## src/rtl/core/utf8cpd_pkg.sv

```systemverilog
// Shared types, constants and lead-byte helpers for the UTF-8 code point decoder.
`timescale 1ns / 1ps

package utf8cpd_pkg;

   localparam int unsigned BYTE_W = 8;
   localparam int unsigned CP_W   = 32;
   localparam int unsigned REM_W  = 3;

   localparam logic [BYTE_W-1:0] CONT_MASK = 8'hC0;
   localparam logic [BYTE_W-1:0] CONT_TAG  = 8'h80;
   localparam logic [BYTE_W-1:0] SIX_BITS  = 8'h3F;

   typedef struct packed {
      logic [CP_W-1:0] code_point;
      logic            end_of_string;
   } result_type;

   typedef struct packed {
      logic [1:0] count;
      result_type first;
      result_type second;
   } dec_out_type;

   typedef struct packed {
      logic            valid;
      logic [BYTE_W-1:0] data_byte;
   } in_stage_type;

   // continuation bytes still expected after a lead byte (leading ones minus one)
   function automatic logic [REM_W-1:0] lead_remaining(input logic [BYTE_W-1:0] b);
      logic [REM_W-1:0] r;
      priority if (!b[5]) begin
         r = 3'd1;
      end else if (!b[4]) begin
         r = 3'd2;
      end else if (!b[3]) begin
         r = 3'd3;
      end else if (!b[2]) begin
         r = 3'd4;
      end else if (!b[1]) begin
         r = 3'd5;
      end else if (!b[0]) begin
         r = 3'd6;
      end else begin
         r = 3'd7;
      end
      return r;
   endfunction

   // payload bits of a lead byte; the eight-ones lead keeps the whole byte
   function automatic logic [CP_W-1:0] lead_payload(input logic [BYTE_W-1:0] b);
      logic [BYTE_W-1:0] mask;
      unique case (lead_remaining(b))
         3'd1:    mask = 8'h1F;
         3'd2:    mask = 8'h0F;
         3'd3:    mask = 8'h07;
         3'd4:    mask = 8'h03;
         3'd5:    mask = 8'h01;
         3'd6:    mask = 8'h00;
         3'd7:    mask = 8'hFF;
         default: mask = 8'h00;
      endcase
      return {{(CP_W-BYTE_W){1'b0}}, b & mask};
   endfunction

endpackage

```

## src/rtl/core/utf8cpd_ifs.sv

```systemverilog
// Valid/ready channel interfaces for string bytes and decoded code points.
`timescale 1ns / 1ps

interface utf8cpd_req_if;
   logic                         valid;
   logic                         ready;
   logic [utf8cpd_pkg::BYTE_W-1:0] data_byte;

   modport source (output valid, output data_byte, input ready);
   modport sink   (input valid, input data_byte, output ready);
endinterface

interface utf8cpd_rsp_if;
   logic                       valid;
   logic                       ready;
   logic [utf8cpd_pkg::CP_W-1:0] code_point;
   logic                       end_of_string;

   modport source (output valid, output code_point, output end_of_string, input ready);
   modport sink   (input valid, input code_point, input end_of_string, output ready);
endinterface

```

## src/rtl/core/utf8cpd_in_reg.sv

```systemverilog
// Input register stage holding one string byte until the decoder takes it.
`timescale 1ns / 1ps

module utf8cpd_in_reg (
   input  logic                      clock,
   input  logic                      reset,
   utf8cpd_req_if.sink               req_ch,
   input  logic                      take,
   output utf8cpd_pkg::in_stage_type stage
);

   logic                             valid_ff, valid_in;
   logic [utf8cpd_pkg::BYTE_W-1:0]   byte_ff, byte_in;
   logic                             load;

   assign req_ch.ready = !valid_ff || take;
   assign load         = req_ch.valid && req_ch.ready;

   always_comb begin
      valid_in = valid_ff;
      byte_in  = byte_ff;
      if (load) begin
         valid_in = 1'b1;
         byte_in  = req_ch.data_byte;
      end else if (take) begin
         valid_in = 1'b0;
      end
   end

   always_ff @(posedge clock) begin
      if (reset) begin
         valid_ff <= 1'b0;
      end else begin
         valid_ff <= valid_in;
      end
   end

   always_ff @(posedge clock) begin
      byte_ff <= byte_in;
   end

   assign stage.valid     = valid_ff;
   assign stage.data_byte = byte_ff;

endmodule

```

## src/rtl/core/utf8cpd_decode.sv

```systemverilog
// Decoder state and single-pass decode of one byte into up to two results.
`timescale 1ns / 1ps

module utf8cpd_decode (
   input  logic                           clock,
   input  logic                           reset,
   input  logic                           fire,
   input  logic [utf8cpd_pkg::BYTE_W-1:0] data_byte,
   output utf8cpd_pkg::dec_out_type       dec_out
);

   logic [utf8cpd_pkg::CP_W-1:0]  acc_ff, acc_in;
   logic [utf8cpd_pkg::REM_W-1:0] rem_ff, rem_in;
   logic [utf8cpd_pkg::CP_W-1:0]  acc_shift;
   logic                          is_cont;
   logic                          st_valid;
   utf8cpd_pkg::result_type       st_res;

   assign is_cont   = (data_byte & utf8cpd_pkg::CONT_MASK) == utf8cpd_pkg::CONT_TAG;
   assign acc_shift = {acc_ff[utf8cpd_pkg::CP_W-7:0],
                       data_byte[5:0] & utf8cpd_pkg::SIX_BITS[5:0]};

   always_comb begin
      acc_in   = acc_ff;
      rem_in   = rem_ff;
      dec_out  = '0;
      st_valid = 1'b0;
      st_res   = '0;
      if (rem_ff != '0 && is_cont) begin
         acc_in = acc_shift;
         rem_in = rem_ff - 3'd1;
         if (rem_ff == 3'd1) begin
            dec_out.count            = 2'd1;
            dec_out.first.code_point = acc_shift;
         end
      end else begin
         acc_in = '0;
         rem_in = '0;
         priority if (data_byte == '0) begin
            st_valid             = 1'b1;
            st_res.end_of_string = 1'b1;
         end else if (!data_byte[7]) begin
            st_valid          = 1'b1;
            st_res.code_point = {{(utf8cpd_pkg::CP_W-utf8cpd_pkg::BYTE_W){1'b0}}, data_byte};
         end else if (is_cont) begin
            st_valid = 1'b0;
         end else begin
            acc_in = utf8cpd_pkg::lead_payload(data_byte);
            rem_in = utf8cpd_pkg::lead_remaining(data_byte);
         end
         if (rem_ff != '0) begin
            dec_out.count = st_valid ? 2'd2 : 2'd1;
            dec_out.first = '0;
            if (st_valid) begin
               dec_out.second = st_res;
            end
         end else if (st_valid) begin
            dec_out.count = 2'd1;
            dec_out.first = st_res;
         end
      end
   end

   always_ff @(posedge clock) begin
      if (reset) begin
         acc_ff <= '0;
         rem_ff <= '0;
      end else if (fire) begin
         acc_ff <= acc_in;
         rem_ff <= rem_in;
      end
   end

`ifndef NO_ASSERTIONS
   a_cont_advances: assert property (@(posedge clock) disable iff (reset)
      fire && rem_ff != '0 && is_cont |=> rem_ff == $past(rem_ff) - 3'd1)
      else $error("continuation did not advance the sequence");
   a_end_goes_idle: assert property (@(posedge clock) disable iff (reset)
      fire && data_byte == '0 |=> rem_ff == '0)
      else $error("terminator left a sequence open");
`endif

endmodule

```

## src/rtl/core/utf8cpd_out_buf.sv

```systemverilog
// Result register with a spill register for the second result of a request.
`timescale 1ns / 1ps

module utf8cpd_out_buf (
   input  logic                     clock,
   input  logic                     reset,
   input  logic                     fire,
   input  utf8cpd_pkg::dec_out_type dec_out,
   output logic                     can_take,
   utf8cpd_rsp_if.source            rsp_ch
);

   logic                    out_valid_ff, out_valid_in;
   logic                    spill_valid_ff, spill_valid_in;
   utf8cpd_pkg::result_type out_ff, out_in;
   utf8cpd_pkg::result_type spill_ff, spill_in;
   logic                    taken;

   assign taken    = out_valid_ff && rsp_ch.ready;
   assign can_take = !spill_valid_ff && (!out_valid_ff || rsp_ch.ready);

   always_comb begin
      out_valid_in   = out_valid_ff;
      spill_valid_in = spill_valid_ff;
      out_in         = out_ff;
      spill_in       = spill_ff;
      if (spill_valid_ff && taken) begin
         out_in         = spill_ff;
         spill_valid_in = 1'b0;
      end else if (fire) begin
         if (dec_out.count != 2'd0) begin
            out_valid_in = 1'b1;
            out_in       = dec_out.first;
         end else begin
            out_valid_in = 1'b0;
         end
         if (dec_out.count == 2'd2) begin
            spill_valid_in = 1'b1;
            spill_in       = dec_out.second;
         end
      end else if (taken) begin
         out_valid_in = 1'b0;
      end
   end

   always_ff @(posedge clock) begin
      if (reset) begin
         out_valid_ff   <= 1'b0;
         spill_valid_ff <= 1'b0;
      end else begin
         out_valid_ff   <= out_valid_in;
         spill_valid_ff <= spill_valid_in;
      end
   end

   always_ff @(posedge clock) begin
      out_ff   <= out_in;
      spill_ff <= spill_in;
   end

   assign rsp_ch.valid         = out_valid_ff;
   assign rsp_ch.code_point    = out_ff.code_point;
   assign rsp_ch.end_of_string = out_ff.end_of_string;

`ifndef NO_ASSERTIONS
   a_spill_behind_out: assert property (@(posedge clock) disable iff (reset)
      spill_valid_ff |-> out_valid_ff)
      else $error("spill register holds a result ahead of the output");
   a_no_fire_on_spill: assert property (@(posedge clock) disable iff (reset)
      spill_valid_ff |-> !fire)
      else $error("decoder fired while the spill register was full");
   a_pair_spills: assert property (@(posedge clock) disable iff (reset)
      fire && dec_out.count == 2'd2 |=> spill_valid_ff && out_valid_ff)
      else $error("second result of a request was lost");
`endif

endmodule

```

## src/rtl/core/utf8_code_point_decoder.sv

```systemverilog
// Top level of the streaming UTF-8 code point decoder.
//
//   channel  dir  payload                         handshake
//   req_ch   in   data_byte[7:0]                  valid/ready
//   rsp_ch   out  code_point[31:0], end_of_string valid/ready
//
// One byte per cycle while the result side takes results: a request enters the
// input register, is decoded in one pass and is written into the result register.
// A request that yields two results (broken sequence before an ASCII byte or
// terminator) holds the decoder while the spill register drains.
// Reset clears the sequence state and the input, result and spill valid flags.
// A stalled result side fills the result and input registers (and the spill
// register after a two-result request), then drops req_ch.ready.
`timescale 1ns / 1ps

module utf8_code_point_decoder (
   input  logic          clock,
   input  logic          reset,
   utf8cpd_req_if.sink   req_ch,
   utf8cpd_rsp_if.source rsp_ch
);

   utf8cpd_pkg::in_stage_type stage;
   utf8cpd_pkg::dec_out_type  dec_out;
   logic                      can_take;
   logic                      fire;

   assign fire = stage.valid && can_take;

   utf8cpd_in_reg u_in_reg (
      .clock  (clock),
      .reset  (reset),
      .req_ch (req_ch),
      .take   (fire),
      .stage  (stage)
   );

   utf8cpd_decode u_decode (
      .clock     (clock),
      .reset     (reset),
      .fire      (fire),
      .data_byte (stage.data_byte),
      .dec_out   (dec_out)
   );

   utf8cpd_out_buf u_out_buf (
      .clock    (clock),
      .reset    (reset),
      .fire     (fire),
      .dec_out  (dec_out),
      .can_take (can_take),
      .rsp_ch   (rsp_ch)
   );

endmodule
```

## src/flat_wrapper.sv

```systemverilog
// flat-port wrapper written by rule: the top's interface ports become plain ports
module utf8_code_point_decoder_flat 
  (clock, reset, req_ch_valid, req_ch_data_byte, req_ch_ready, rsp_ch_valid, rsp_ch_code_point, rsp_ch_end_of_string, rsp_ch_ready);
  utf8cpd_req_if req_ch_i ();
  utf8cpd_rsp_if rsp_ch_i ();
  input  logic clock;
  input  logic reset;
  input wire logic [$bits(req_ch_i.valid)-1:0] req_ch_valid;
  input wire logic [$bits(req_ch_i.data_byte)-1:0] req_ch_data_byte;
  output wire logic [$bits(req_ch_i.ready)-1:0] req_ch_ready;
  output wire logic [$bits(rsp_ch_i.valid)-1:0] rsp_ch_valid;
  output wire logic [$bits(rsp_ch_i.code_point)-1:0] rsp_ch_code_point;
  output wire logic [$bits(rsp_ch_i.end_of_string)-1:0] rsp_ch_end_of_string;
  input wire logic [$bits(rsp_ch_i.ready)-1:0] rsp_ch_ready;
  assign req_ch_i.valid = req_ch_valid;
  assign req_ch_i.data_byte = req_ch_data_byte;
  assign req_ch_ready = req_ch_i.ready;
  assign rsp_ch_valid = rsp_ch_i.valid;
  assign rsp_ch_code_point = rsp_ch_i.code_point;
  assign rsp_ch_end_of_string = rsp_ch_i.end_of_string;
  assign rsp_ch_i.ready = rsp_ch_ready;
  utf8_code_point_decoder u_core (.clock(clock), .reset(reset), .req_ch(req_ch_i), .rsp_ch(rsp_ch_i));
endmodule
```

## config.mk

```make
export PLATFORM = sky130hd
export DESIGN_NAME = utf8_code_point_decoder_flat
export DESIGN_NICKNAME = d
export VERILOG_FILES = /design/src/rtl/core/utf8cpd_pkg.sv /design/src/rtl/core/utf8cpd_ifs.sv /design/src/rtl/core/utf8cpd_in_reg.sv /design/src/rtl/core/utf8cpd_decode.sv /design/src/rtl/core/utf8cpd_out_buf.sv /design/src/rtl/core/utf8_code_point_decoder.sv /design/src/flat_wrapper.sv
export SDC_FILE = /design/constraint.sdc
export NUM_CORES = 1
export LEC_CHECK = 0
export ABC_CLOCK_PERIOD_IN_PS = 6290
export BUFFER_PORTS_ARGS = -buffer_cell sky130_fd_sc_hd__buf_2
export CAP_MARGIN = 20
export CORE_MARGIN = 2
export CORE_UTILIZATION = 45
export CTS_CLUSTER_DIAMETER = 200
export DETAILED_ROUTE_END_ITERATION = 8
export GPL_ROUTABILITY_DRIVEN = 0
export GPL_TIMING_DRIVEN = 1
export PLACE_DENSITY = 0.65
export SLEW_MARGIN = 15
export SYNTH_ARGS = -nofsm -noshare
export SYNTH_HDL_FRONTEND = slang
export SYNTH_SLANG_ARGS = --single-unit
```

## constraint.sdc

```tcl
create_clock -name clock -period 6.29 [get_ports clock]
set_input_delay 0.9435 -clock clock [delete_from_list [all_inputs] [get_ports clock]]
set_output_delay 0.9435 -clock clock [all_outputs]
set_load 0.02 [all_outputs]
```

==> results.json <==
{
  "status": "finished clean",
  "post-dp-hpwl_um": 4140,
  "syn_inst": 278,
  "leakage_uw": 0.00142,
  "dr.pass1.iters": 4,
  "clk_latency_ns": 0.35,
  "grt_pass1_wl_um": 10100,
  "setup_viol": 0,
  "combPwrFrac": 0.094,
  "p_seq_frac": 0.573,
  "min_path_cells": 2,
  "finalHoldViolCount": 0,
  "ant_nets": 0,
  "hold_ws_ns": 0.489,
  "crit_type": "register to register",
  "relSlewSlack": 0.312,
  "arrival_ns": 2.72,
  "wl_per_cell_um": 14.6,
  "required_ns": 6.30,
  "synth_edf_count": 49,
  "grt_overflow": 0,
  "ff2ff_path_depth": 10,
  "ir_drop_mv": 0.173,
  "rows": 31,
  "grt_max_degree": 34,
  "power.internal_uw": 767,
  "fp.dieW_um": 90.5,
  "p_sw_uw": 279,
  "io_buffers": 46,
  "p_clk_frac": 0.333,
  "ys_ff_latch": 81,
  "tns_ns": 0,
  "die_area_um2": 8180,
  "clock.fmax_mhz": 368,
  "ios": 47,
  "wirelength_um": 6270,
  "powerDensity_nw_per_um2": 273,
  "route.detailed.drc": 0,
  "worstHoldStart": "u_core.u_decode.acc_ff[4]$_SDFFE_PP0P_",
  "switching_share": 0.267,
  "drt_iter0_drc": 73,
  "synthFlopType": "edfxtp_1",
  "initial_core_util": 0.464,
  "worst_setup_path_start_kind": "register",
  "clk_pin_slew_ns": 0.08,
  "r2r-start": "u_core.u_decode.rem_ff[0]$_SDFFE_PP0P_",
  "register_area_um2": 2110,
  "cts_tree": "done",
  "nFillCells": 666,
  "synthesis.nets": 294,
  "multi_input_area_um2": 1120,
  "drv_cap": 0,
  "coreArea_um2": 7250,
  "diodes": 0,
  "fin_skew_ns": 0.00937,
  "drive_gt1_frac": 0.230,
  "final.min_clock_period_ns": 2.72,
  "syn_avg_cell_area_um2": 12.1,
  "rsz0062_at_grt": "no",
  "slew_violations": 0,
  "synth_cell_types": 44,
  "reg2reg_slack_ns": 3.57,
  "vias": 2215,
  "cts_resized": 0,
  "hold_end": "u_core.u_decode.acc_ff[4]$_SDFFE_PP0P_",
  "cts-htree-levels": 3,
  "async_reset_ff_frac": 0,
  "ctsHoldBuffers": 0,
  "cts_buffers": 9,
  "reg2reg_to": "u_core.u_out_buf.rsp_ch.code_point[15]$_SDFFCE_PP0P_",
  "synth_area_leaders": "edfxtp_1 (44%), dfxtp_1 (19%), and2_1 (6.3%)",
  "area_delta_synth_final_pct": 13.9,
  "min_path_type": "register to register",
  "antenna_found_initial": 0,
  "avgViaCountPerCell": 5.16,
  "yosysWarnings": 0,
  "grt_pass1_vias": 2030,
  "cts_buffer_depth": 2,
  "synth.top_cell.area_share": 0.438,
  "synth.top_cells.by_count": "edfxtp_1 (49), and2_1 (34), dfxtp_1 (32), nor2_1 (28), nand2_1 (22)",
  "cp_max_fo": 33,
  "end_kind": "register",
  "netlist_area_um2": 3360,
  "cts_setup_buffers": 0,
  "worst_slew_pin_slew_ns": 1.02,
  "cts_num_sinks": 81,
  "cts-root-buf": "clkbuf_8",
  "synth_most_common_cell": "edfxtp_1",
  "ys_seq_area_frac": 0.628,
  "grt_usage": 0.158,
  "die_height_um": 90.5,
  "yosysTopAreaCell": "edfxtp_1",
  "min_period_over_period": 0.432,
  "nNetsFinal": 341
}
registers in the layout (all words and copies together) (netlist names):
name and count:
u_core.u_decode.rem_ff 3, u_core.u_out_buf.spill_valid_ff 1, u_core.u_decode.acc_ff 26, u_core.u_out_buf.rsp_ch.end_of_string 1
u_core.u_in_reg.byte_ff 8, u_core.u_in_reg.valid_ff 1, u_core.u_out_buf.rsp_ch.code_point 32, u_core.u_out_buf.rsp_ch.valid 1
u_core.u_out_buf.spill_ff 8
cell usage in the layout (no fill, tap or decap), types with 2 or more instances in the layout:
cell,synthesis,final
edfxtp_1,49,49
buf_2,2,46
and2_1,34,34
dfxtp_1,32,32
nor2_1,28,28
nand2_1,22,22
a22oi_1,17,17
o21ai_0,12,11
inv_1,10,10
clkbuf_8,3,9
nor3_1,6,6
a21oi_1,6,6
o31ai_1,4,4
ha_1,4,4
inv_6,0,4
nand3_1,3,3
nor4_1,3,3
a211oi_1,3,3
o211ai_1,3,3
a32o_1,3,3
nand2b_4,2,2
nor3b_4,2,2
and2b_1,2,2
nand2b_1,2,2
o211a_1,2,2
clkinvlp_4,0,2
power by group through the flow:
stage,clock (uW),sequential (uW),combinational [uW]
3_3_place_gp,0,612,95.7
2_1_floorplan,0,627,53.0
4_1_cts,357,600,97.0
6_report,348,600,98.5
3_5_place_dp,0,612,96.8
5_1_grt,377,603,108
metrics by stage:
stage | setup WS [ns] | power [uW] | instance area [um2] | util | instances
floorplan | 1.96 | 680 | 3360 | - | 278
global placement | 3.24 | 707 | 3630 | 0.501 | 412
detailed placement | 3.19 | 709 | 3630 | 0.501 | 412
CTS | 3.59 | 1050 | 3820 | 0.526 | 428
global route | 3.35 | 1090 | 3830 | 0.528 | 429
finish | 3.57 | 1050 | 3830 | 0.528 | 429
final cells by class:
type,instances,share of cell area
tap,99,0.0323
clock buffer,9,0.0323
sequential,81,0.551
clock inverter,7,0.0153
multi-input combinational,175,0.293
inverter,10,0.00980
timing repair buffer,48,0.0660
critical path, stage by stage (launching register included):
cell and delay (ns):
dfxtp_1 0.32, inv_1 0.12, ha_1 0.28, nor2b_2 0.29
inv_1 0.13, ha_1 0.33, nor2_1 0.05, o21ai_0 0.08
o21ai_0 0.22, o21ai_2 0.16, buf_4 0.37
cells by family (layout without fill, tap and decap cells):
family          Yosys count  after routing  share of synthesized area
buf+inv                  22             74                     0.0394
flops                    81             81                      0.628
compound gates           59             59                      0.126
fa+ha+maj                 4              4                     0.0149
simple gates            112            112                      0.191
worst max-delay path by stage:
stage                                                 from                                                    to  slack, ns
global route        u_core.u_decode.rem_ff[0]$_SDFFE_PP0P_  u_core.u_out_buf.rsp_ch.code_point[16]$_SDFFCE_PP0P_       3.35
detailed placement                            rsp_ch_ready            u_core.u_out_buf.spill_ff[3]$_SDFFCE_PN0P_       3.19
finish              u_core.u_decode.rem_ff[0]$_SDFFE_PP0P_  u_core.u_out_buf.rsp_ch.code_point[15]$_SDFFCE_PP0P_       3.57
floorplan           u_core.u_decode.rem_ff[0]$_SDFFE_PP0P_       u_core.u_out_buf.rsp_ch.code_point[0]$_DFFE_PP_       1.96
CTS                                           rsp_ch_ready            u_core.u_out_buf.spill_ff[4]$_SDFFCE_PN0P_       3.59
global placement                              rsp_ch_ready            u_core.u_out_buf.spill_ff[1]$_SDFFCE_PN0P_       3.24
routing by layer:
metal / routed length, um / vias up / global-route usage
li1: - / 1098 / -
met1: 2890 / 1034 / 0.211
met2: 2940 / 76 / 0.242
met3: 374 / 7 / 0.0484
met4: 64 / 0 / 0.0615
met5: 0 / - / 0
Power figures use the tool's default switching activity.
